`config.mk`:
```
export PLATFORM = sky130hd
export DESIGN_NAME = yuv420_block_to_rgba_unit
export DESIGN_NICKNAME = d
export VERILOG_FILES = /design/src/rtl/yuv2rgba_pkg.sv /design/src/rtl/yuv2rgba_chroma.sv /design/src/rtl/yuv2rgba_lane.sv /design/src/rtl/yuv420_block_to_rgba_unit.sv
export SDC_FILE = /design/constraint.sdc
export NUM_CORES = 2
export LEC_CHECK = 0
export BUFFER_PORTS_ARGS = -buffer_cell sky130_fd_sc_hd__clkbuf_2
export CORE_MARGIN = 2
export CORE_UTILIZATION = 58
export DETAILED_ROUTE_END_ITERATION = 7
export PLACE_DENSITY = 0.87
export SYNTH_ARGS = -nofsm -noshare
export SYNTH_HDL_FRONTEND = slang
export SYNTH_SLANG_ARGS = --single-unit
```
`constraint.sdc`:
```
create_clock -name clk_i -period 6.3 [get_ports clk_i]
set_clock_uncertainty 0.15 [all_clocks]
set_input_delay 0.63 -clock clk_i [delete_from_list [all_inputs] [get_ports clk_i]]
set_output_delay 0.63 -clock clk_i [all_outputs]
set_load 0.03 [all_outputs]
```
`src/rtl/yuv2rgba_pkg.sv`:
```
// Shared types, register codes and helper functions of the YUV 4:2:0 to RGBA converter.
package yuv2rgba_pkg;

  localparam int unsigned NumLanes = 4;
  localparam int unsigned CfgIdxWidth = 3;
  localparam int unsigned CfgDataWidth = 8;

  typedef enum logic [CfgIdxWidth-1:0] {
    CFG_LUMA_GAIN      = 3'd0,
    CFG_RED_FROM_CR    = 3'd1,
    CFG_BLUE_FROM_CB   = 3'd2,
    CFG_GREEN_FROM_CB  = 3'd3,
    CFG_GREEN_FROM_CR  = 3'd4,
    CFG_LUMA_BLACK     = 3'd5,
    CFG_ALPHA_ENABLE   = 3'd6
  } cfg_reg_e;

  localparam logic [7:0] LumaGainRst     = 8'd149;
  localparam logic [7:0] RedFromCrRst    = 8'd102;
  localparam logic [7:0] BlueFromCbRst   = 8'd129;
  localparam logic [7:0] GreenFromCbRst  = 8'd50;
  localparam logic [7:0] GreenFromCrRst  = 8'd104;
  localparam logic [7:0] LumaBlackRst    = 8'd16;
  localparam logic [7:0] AlphaOpaque     = 8'd255;
  localparam logic [8:0] ChromaNeutral   = 9'd128;

  typedef struct packed {
    logic signed [10:0] red;
    logic signed [10:0] green;
    logic signed [10:0] blue;
  } chroma_ofs_t;

  typedef struct packed {
    logic load_s1;
    logic load_out;
  } lane_ctrl_t;

  function automatic logic [7:0] clamp_byte(input logic signed [11:0] v);
    logic [7:0] res;
    if (v < 0) begin
      res = 8'd0;
    end else if (v > 12'sd255) begin
      res = 8'd255;
    end else begin
      res = v[7:0];
    end
    return res;
  endfunction

endpackage

```
`src/rtl/yuv2rgba_chroma.sv`:
```
// Shared chroma stage: forms the red, green and blue offsets of one block.
module yuv2rgba_chroma (
  input  logic                      clk_i,
  input  logic                      load_i,
  input  logic [7:0]                cb_i,
  input  logic [7:0]                cr_i,
  input  logic [7:0]                red_gain_i,
  input  logic [7:0]                blue_gain_i,
  input  logic [7:0]                green_cb_gain_i,
  input  logic [7:0]                green_cr_gain_i,
  output yuv2rgba_pkg::chroma_ofs_t ofs_o
);

  logic signed [8:0]  cb_c;
  logic signed [8:0]  cr_c;
  logic signed [16:0] red_prod_d, red_prod_q;
  logic signed [16:0] blue_prod_d, blue_prod_q;
  logic signed [16:0] gcb_prod;
  logic signed [16:0] gcr_prod;
  logic signed [17:0] green_sum_d, green_sum_q;

  assign cb_c = $signed({1'b0, cb_i} - yuv2rgba_pkg::ChromaNeutral);
  assign cr_c = $signed({1'b0, cr_i} - yuv2rgba_pkg::ChromaNeutral);

  assign red_prod_d  = cr_c * $signed({1'b0, red_gain_i});
  assign blue_prod_d = cb_c * $signed({1'b0, blue_gain_i});
  assign gcb_prod    = cb_c * $signed({1'b0, green_cb_gain_i});
  assign gcr_prod    = cr_c * $signed({1'b0, green_cr_gain_i});
  assign green_sum_d = $signed({gcb_prod[16], gcb_prod}) + $signed({gcr_prod[16], gcr_prod});

  always_ff @(posedge clk_i) begin
    if (load_i) begin
      red_prod_q  <= red_prod_d;
      blue_prod_q <= blue_prod_d;
      green_sum_q <= green_sum_d;
    end
  end

  assign ofs_o.red   = red_prod_q[16:6];
  assign ofs_o.blue  = blue_prod_q[16:6];
  assign ofs_o.green = green_sum_q[17:7];

endmodule

```
`src/rtl/yuv2rgba_lane.sv`:
```
// One pixel lane: scales a luma sample, applies the chroma offsets, clamps and packs RGBA.
module yuv2rgba_lane (
  input  logic                      clk_i,
  input  yuv2rgba_pkg::lane_ctrl_t  ctrl_i,
  input  logic [7:0]                luma_i,
  input  logic [7:0]                alpha_i,
  input  logic [7:0]                gain_i,
  input  logic [7:0]                black_i,
  input  logic                      alpha_en_i,
  input  yuv2rgba_pkg::chroma_ofs_t ofs_i,
  output logic [31:0]               pixel_o
);

  logic signed [8:0]  y_diff;
  logic signed [17:0] prod_d, prod_q;
  logic [7:0]         alpha_q;
  logic signed [10:0] luma_term;
  logic signed [11:0] red_sum;
  logic signed [11:0] green_sum;
  logic signed [11:0] blue_sum;
  logic [7:0]         alpha_out;
  logic [31:0]        pixel_d, pixel_q;

  assign y_diff = $signed({1'b0, luma_i}) - $signed({1'b0, black_i});
  assign prod_d = y_diff * $signed({1'b0, gain_i});

  always_ff @(posedge clk_i) begin
    if (ctrl_i.load_s1) begin
      prod_q  <= prod_d;
      alpha_q <= alpha_i;
    end
  end

  assign luma_term = prod_q[17:7];
  assign red_sum   = $signed({luma_term[10], luma_term}) + $signed({ofs_i.red[10], ofs_i.red});
  assign green_sum = $signed({luma_term[10], luma_term})
                   - $signed({ofs_i.green[10], ofs_i.green});
  assign blue_sum  = $signed({luma_term[10], luma_term}) + $signed({ofs_i.blue[10], ofs_i.blue});
  assign alpha_out = alpha_en_i ? alpha_q : yuv2rgba_pkg::AlphaOpaque;

  assign pixel_d = {alpha_out,
                    yuv2rgba_pkg::clamp_byte(blue_sum),
                    yuv2rgba_pkg::clamp_byte(green_sum),
                    yuv2rgba_pkg::clamp_byte(red_sum)};

  always_ff @(posedge clk_i) begin
    if (ctrl_i.load_out) begin
      pixel_q <= pixel_d;
    end
  end

  assign pixel_o = pixel_q;

endmodule

```
`src/rtl/yuv420_block_to_rgba_unit.sv`:
```
// Top level of the YUV 4:2:0 block to RGBA converter with its register file and flow control.
//
// Each input request carries one 2x2 block of a 4:2:0 frame: four luma samples, one shared
// Cb and Cr sample and four alpha bytes. Each output request carries the four packed RGBA
// pixels of that block, red in the low byte and alpha in the high byte.
// Both channels use valid and ready. Unless stalled, a block is taken every cycle: four lanes
// convert the four pixels side by side while one shared chroma unit forms the color offsets.
// The path has two register stages, the multiplier stage and the output register, and the
// sustained rate is one block per clock cycle while the receiver keeps ready high.
// When the receiver holds ready low, the finished block waits in the output register and
// one more block can still be taken into the multiplier stage; after that in_ready_o drops
// until the output drains.
// The configuration channel is always ready; registers are written by index and should
// only be changed while no block is in flight.
// Reset, asynchronous and active low, empties the pipeline and loads the default
// coefficients for limited range BT.601 with alpha forced opaque.
module yuv420_block_to_rgba_unit (
  input  logic                                  clk_i,
  input  logic                                  rst_ni,
  input  logic                                  cfg_valid_i,
  output logic                                  cfg_ready_o,
  input  logic [yuv2rgba_pkg::CfgIdxWidth-1:0]  cfg_index_i,
  input  logic [yuv2rgba_pkg::CfgDataWidth-1:0] cfg_data_i,
  input  logic                                  in_valid_i,
  output logic                                  in_ready_o,
  input  logic [7:0]                            luma_top_left_i,
  input  logic [7:0]                            luma_top_right_i,
  input  logic [7:0]                            luma_bottom_left_i,
  input  logic [7:0]                            luma_bottom_right_i,
  input  logic [7:0]                            chroma_blue_i,
  input  logic [7:0]                            chroma_red_i,
  input  logic [7:0]                            alpha_top_left_i,
  input  logic [7:0]                            alpha_top_right_i,
  input  logic [7:0]                            alpha_bottom_left_i,
  input  logic [7:0]                            alpha_bottom_right_i,
  output logic                                  out_valid_o,
  input  logic                                  out_ready_i,
  output logic [31:0]                           pixel_top_left_o,
  output logic [31:0]                           pixel_top_right_o,
  output logic [31:0]                           pixel_bottom_left_o,
  output logic [31:0]                           pixel_bottom_right_o
);

  logic [7:0] luma_gain_q, luma_gain_d;
  logic [7:0] red_gain_q, red_gain_d;
  logic [7:0] blue_gain_q, blue_gain_d;
  logic [7:0] gcb_gain_q, gcb_gain_d;
  logic [7:0] gcr_gain_q, gcr_gain_d;
  logic [7:0] black_q, black_d;
  logic       alpha_en_q, alpha_en_d;

  logic       s1_valid_q, s1_valid_d;
  logic       out_valid_q, out_valid_d;
  logic       cfg_we;

  yuv2rgba_pkg::lane_ctrl_t  ctrl;
  yuv2rgba_pkg::chroma_ofs_t ofs;

  logic [yuv2rgba_pkg::NumLanes-1:0][7:0]  lane_luma;
  logic [yuv2rgba_pkg::NumLanes-1:0][7:0]  lane_alpha;
  logic [yuv2rgba_pkg::NumLanes-1:0][31:0] lane_pixel;

  assign cfg_ready_o = 1'b1;
  assign cfg_we      = cfg_valid_i & cfg_ready_o;

  always_comb begin
    luma_gain_d = luma_gain_q;
    red_gain_d  = red_gain_q;
    blue_gain_d = blue_gain_q;
    gcb_gain_d  = gcb_gain_q;
    gcr_gain_d  = gcr_gain_q;
    black_d     = black_q;
    alpha_en_d  = alpha_en_q;
    if (cfg_we) begin
      unique case (yuv2rgba_pkg::cfg_reg_e'(cfg_index_i))
        yuv2rgba_pkg::CFG_LUMA_GAIN:     luma_gain_d = cfg_data_i;
        yuv2rgba_pkg::CFG_RED_FROM_CR:   red_gain_d  = cfg_data_i;
        yuv2rgba_pkg::CFG_BLUE_FROM_CB:  blue_gain_d = cfg_data_i;
        yuv2rgba_pkg::CFG_GREEN_FROM_CB: gcb_gain_d  = cfg_data_i;
        yuv2rgba_pkg::CFG_GREEN_FROM_CR: gcr_gain_d  = cfg_data_i;
        yuv2rgba_pkg::CFG_LUMA_BLACK:    black_d     = cfg_data_i;
        yuv2rgba_pkg::CFG_ALPHA_ENABLE:  alpha_en_d  = cfg_data_i[0];
        default: ;
      endcase
    end
  end

  assign ctrl.load_out = s1_valid_q & (~out_valid_q | out_ready_i);
  assign in_ready_o    = ~s1_valid_q | ctrl.load_out;
  assign ctrl.load_s1  = in_valid_i & in_ready_o;

  assign s1_valid_d  = ctrl.load_s1 | (s1_valid_q & ~ctrl.load_out);
  assign out_valid_d = ctrl.load_out | (out_valid_q & ~out_ready_i);

  always_ff @(posedge clk_i or negedge rst_ni) begin
    if (!rst_ni) begin
      luma_gain_q <= yuv2rgba_pkg::LumaGainRst;
      red_gain_q  <= yuv2rgba_pkg::RedFromCrRst;
      blue_gain_q <= yuv2rgba_pkg::BlueFromCbRst;
      gcb_gain_q  <= yuv2rgba_pkg::GreenFromCbRst;
      gcr_gain_q  <= yuv2rgba_pkg::GreenFromCrRst;
      black_q     <= yuv2rgba_pkg::LumaBlackRst;
      alpha_en_q  <= 1'b0;
      s1_valid_q  <= 1'b0;
      out_valid_q <= 1'b0;
    end else begin
      luma_gain_q <= luma_gain_d;
      red_gain_q  <= red_gain_d;
      blue_gain_q <= blue_gain_d;
      gcb_gain_q  <= gcb_gain_d;
      gcr_gain_q  <= gcr_gain_d;
      black_q     <= black_d;
      alpha_en_q  <= alpha_en_d;
      s1_valid_q  <= s1_valid_d;
      out_valid_q <= out_valid_d;
    end
  end

  yuv2rgba_chroma u_chroma (
    .clk_i           (clk_i),
    .load_i          (ctrl.load_s1),
    .cb_i            (chroma_blue_i),
    .cr_i            (chroma_red_i),
    .red_gain_i      (red_gain_q),
    .blue_gain_i     (blue_gain_q),
    .green_cb_gain_i (gcb_gain_q),
    .green_cr_gain_i (gcr_gain_q),
    .ofs_o           (ofs)
  );

  assign lane_luma[0]  = luma_top_left_i;
  assign lane_luma[1]  = luma_top_right_i;
  assign lane_luma[2]  = luma_bottom_left_i;
  assign lane_luma[3]  = luma_bottom_right_i;
  assign lane_alpha[0] = alpha_top_left_i;
  assign lane_alpha[1] = alpha_top_right_i;
  assign lane_alpha[2] = alpha_bottom_left_i;
  assign lane_alpha[3] = alpha_bottom_right_i;

  for (genvar g = 0; g < yuv2rgba_pkg::NumLanes; g++) begin : g_lane
    yuv2rgba_lane u_lane (
      .clk_i      (clk_i),
      .ctrl_i     (ctrl),
      .luma_i     (lane_luma[g]),
      .alpha_i    (lane_alpha[g]),
      .gain_i     (luma_gain_q),
      .black_i    (black_q),
      .alpha_en_i (alpha_en_q),
      .ofs_i      (ofs),
      .pixel_o    (lane_pixel[g])
    );
  end

  assign out_valid_o          = out_valid_q;
  assign pixel_top_left_o     = lane_pixel[0];
  assign pixel_top_right_o    = lane_pixel[1];
  assign pixel_bottom_left_o  = lane_pixel[2];
  assign pixel_bottom_right_o = lane_pixel[3];

  a_empty_stage_ready : assert property (@(posedge clk_i) disable iff (!rst_ni)
    !s1_valid_q |-> in_ready_o)
    else $error("input not ready although the multiplier stage is empty");

  a_accept_fills_stage : assert property (@(posedge clk_i) disable iff (!rst_ni)
    (in_valid_i && in_ready_o) |=> s1_valid_q)
    else $error("accepted block did not enter the multiplier stage");

  a_stall_holds_stage : assert property (@(posedge clk_i) disable iff (!rst_ni)
    (s1_valid_q && out_valid_q && !out_ready_i) |->
      (!in_ready_o ##1 (s1_valid_q && out_valid_q)))
    else $error("multiplier stage lost or overwritten during an output stall");

  a_drain_empties_output : assert property (@(posedge clk_i) disable iff (!rst_ni)
    (out_valid_q && out_ready_i && !s1_valid_q) |=> !out_valid_q)
    else $error("output stayed valid after its block was taken with nothing behind it");

endmodule

```
==> flow_metrics.tcl <==
set metrics [dict create \
    yosysSeqAreaShare 0.216 \
    critPathMaxStageDelay_ns 0.58 \
    nFillCells 4705 \
    place_hpwl_mm 79.1 \
    syn_inst 4047 \
    dr.first_iter.drc_count 2471 \
    critPathSlowestCell "fa_1" \
    violations "negative setup slack" \
    synth_area_um2 38900 \
    synth.top_cell.area_share 0.240 \
    drive_gt1_frac 0.166 \
    relSlewSlack 0.172 \
    finalNonFillerCells 5331 \
    synthMostInstantiatedCell "inv_1" \
    place_congestion 0.947 \
    yosys.cell_types.count 85 \
    num_rows 94 \
    drc 0 \
    dieArea_um2 69200 \
    final_util 0.670 \
    hold_viol_final 0 \
    grt_pass1_wl_mm 159 \
    nets 5434 \
    core_um2 66100 \
    ys_ff_latch 288 \
    crit_fanout 5 \
    worstMarginPinSlew_ns 1.24 \
    yosys.area.top_type "fa_1" \
    antenna_found_initial 4 \
    root_buffer "clkbuf_16" \
    via_count 31000 \
    clockBufferDepth 3 \
    overflow 0 \
    drt-total-wl_mm 103 \
    die_y_um 263 \
    hold_class "in -> async" \
    syn_nets 5045 \
    synthTopCellsByCount "inv_1, fa_1, ha_1, nand2_1, and2_1" \
    ant_nets 0 \
    async_flop_share 0.177 \
    setup_viol_count_final 11 \
    grt.total_usage 0.287 \
    wl_per_cell_um 19.3 \
    worstPathRequired_ns 6.46 \
    max_clock_freq_ghz 0.153 \
    dp_cells 5227 \
    area_growth_pct 13.8 \
    grt_max_degree 70 \
    clk_latency_ns 0.57 \
    viasPerCell 5.82 \
    die_w_um 263 \
    post-route-cell-area_um2 44300 \
    ioPinCount 227 \
    timing.final.crit_share 1.04 \
    clk_pin_slew_ns 0.06 \
    ff2ff_setup_slack_ns -0.22 \
    rsz0062_at_grt "true" \
    cap_violations 0 \
    avgSynthCellArea_um2 9.61 \
    clock-sinks 288 \
    portBuffers 225 \
    ctsHoldBuffers 0 \
    maxSlewViolCount 0 \
    critical_path.startpoint_type "flop" \
    yosys-top-cells-area "fa_1, edfxtp_1, ha_1" \
    timing.final.ws_setup_ns -0.224 \
    crit_arrival_ns 6.68 \
    status "complete, but fails checks" \
    final.min_clock_period_ns 6.52 \
    cts_tree "built" \
    synth_edf_count 237 \
    htreeDepth 2 \
    drt_pass1_iterations 6 \
    first_global_vias 31400 \
    numCtsBuffers 36 \
    endpoint_kind "flop" \
    synthFlopType "edfxtp_1" \
    placed_area_um2 42300 \
    start_util 0.589 \
    critPathKind "reg -> reg" \
    synth_warnings 0 \
]
==> worst max-delay path, delay by kind of cell, from the launching register on <==
| family | cells | cell delay [ns] |
|---|---|---|
| adder cells (fa/ha/maj) | 6 | 2.51 |
| AO/OA/AOI/OAI | 7 | 1.27 |
| AND/OR/NAND/NOR | 7 | 0.84 |
| flip-flops | 1 | 0.39 |
| XOR/XNOR | 1 | 0.14 |
| buffers and inverters | 7 | 0.65 |
| multiplexers | 1 | 0.29 |
==> cells by family after synthesis <==
logic type / synth area share
other: 0.0000964
AOI/OAI and AO/OA: 0.103
and+or+nand+nor: 0.149
adders and majority gates: 0.380
DFF: 0.216
xor gates and xnor gates: 0.0421
buffers and inverters: 0.0822
muxes: 0.0279
==> final cells by class <==
class | instances | area, um2 | area share
Multi-Input combinational cell | 2908 | 28000 | 0.632
Clock inverter | 22 | 183 | 0.00413
Clock buffer | 44 | 983 | 0.0222
Timing Repair Buffer | 430 | 2710 | 0.0611
Inverter | 772 | 2900 | 0.0655
Tap cell | 864 | 1080 | 0.0244
Sequential cell | 288 | 8420 | 0.190
Antenna cell | 3 | 7.51 | 0.000170
==> flip-flops by register name, indices dropped and copies added, names as in the netlist, 8 cells and up <==
signal,flops
black_q,8
blue_gain_q,8
g_lane.u_lane.alpha_q,32
g_lane.u_lane.pixel_o,128
g_lane.u_lane.prod_q,44
gcb_gain_q,8
gcr_gain_q,8
luma_gain_q,8
red_gain_q,8
u_chroma.blue_prod_q,11
u_chroma.green_sum_q,11
u_chroma.red_prod_q,11
==> metal layers <==
metal | track usage | part of all wire | vias up
met5 | 0 | 0.00015 | -
met4 | 0.132 | 0.056 | 2
met3 | 0.0497 | 0.091 | 426
met2 | 0.489 | 0.48 | 1525
met1 | 0.356 | 0.37 | 15000
li1 | - | - | 14000
==> path summary, 6_finish.rpt <==
kind | start | to | cells after the start
worst max-delay path | black_q[1]$_DFFE_PN0P_ | g_lane[0].u_lane.prod_q[14]$_DFFE_PP_ | 29
worst min register to register | g_lane[1].u_lane.alpha_q[3]$_DFFE_PP_ | g_lane[1].u_lane.pixel_o[27]$_SDFFCE_PN1P_ | 1
min in group clk_i | alpha_top_left_i[6] | g_lane[0].u_lane.alpha_q[6]$_DFFE_PP_ | 1
max in group asynchronous | rst_ni | black_q[0]$_DFFE_PN0P_ | 2
worst max register to register | black_q[1]$_DFFE_PN0P_ | g_lane[0].u_lane.prod_q[14]$_DFFE_PP_ | 29
worst min-delay path | rst_ni | luma_gain_q[6]$_DFFE_PN0P_ | 2
==> stage by stage <==
| stage | setup TNS [ns] | hold WS [ns] | setup WS (ns) |
|---|---|---|---|
| after global placement | -2.65 | 0.330 | -0.283 |
| after detailed placement | -6.18 | 0.334 | -0.496 |
| after CTS | 0 | 0.0821 | 0.00209 |
| after global routing | -5.15 | 0.0922 | -0.426 |
| final | -1.05 | 0.0909 | -0.224 |
| after floorplan | -0.0724 | 0.184 | -0.0668 |
==> layout by cell type, fill, tap and decap left out, types with 11 or more instances in the layout <==
cell / Yosys / layout
buf_4: 1 / 194
a21oi_2: 4 / 17
o21ai_0: 104 / 92
fa_1: 466 / 457
a31oi_1: 12 / 12
a21o_1: 64 / 64
ha_4: 0 / 19
nand3_1: 28 / 24
a211oi_1: 25 / 25
ha_1: 436 / 416
nor2b_1: 76 / 74
buf_6: 0 / 11
or2_2: 12 / 11
clkbuf_16: 0 / 38
inv_2: 0 / 17
mux2_2: 81 / 74
or3_1: 14 / 13
dfrtp_1: 34 / 33
nor3_1: 69 / 64
dfstp_2: 17 / 17
a211o_1: 15 / 15
o211ai_1: 12 / 12
xor2_1: 64 / 62
nand2b_1: 132 / 132
inv_1: 772 / 754
nor2_1: 169 / 163
nand2_1: 312 / 305
edfxtp_1: 237 / 237
xnor2_1: 123 / 121
o31ai_1: 11 / 11
o21bai_1: 24 / 20
and3_1: 20 / 20
and2_1: 243 / 238
clkbuf_2: 0 / 225
o21a_1: 51 / 51
mux2i_1: 16 / 16
a21oi_1: 162 / 144
==> repair_timing <==
| item | in CTS | in global routing |
|---|---|---|
| pin swaps | 29 | 95 |
| resized for setup | 29 | 95 |
| setup endpoints to repair | 15 | 27 |
| buffers inserted | 16 | 21 |
| cloned | 0 | 0 |
Power is not shown: default switching activity piles up to over one toggle a cycle in this logic, so the estimate is an artifact.
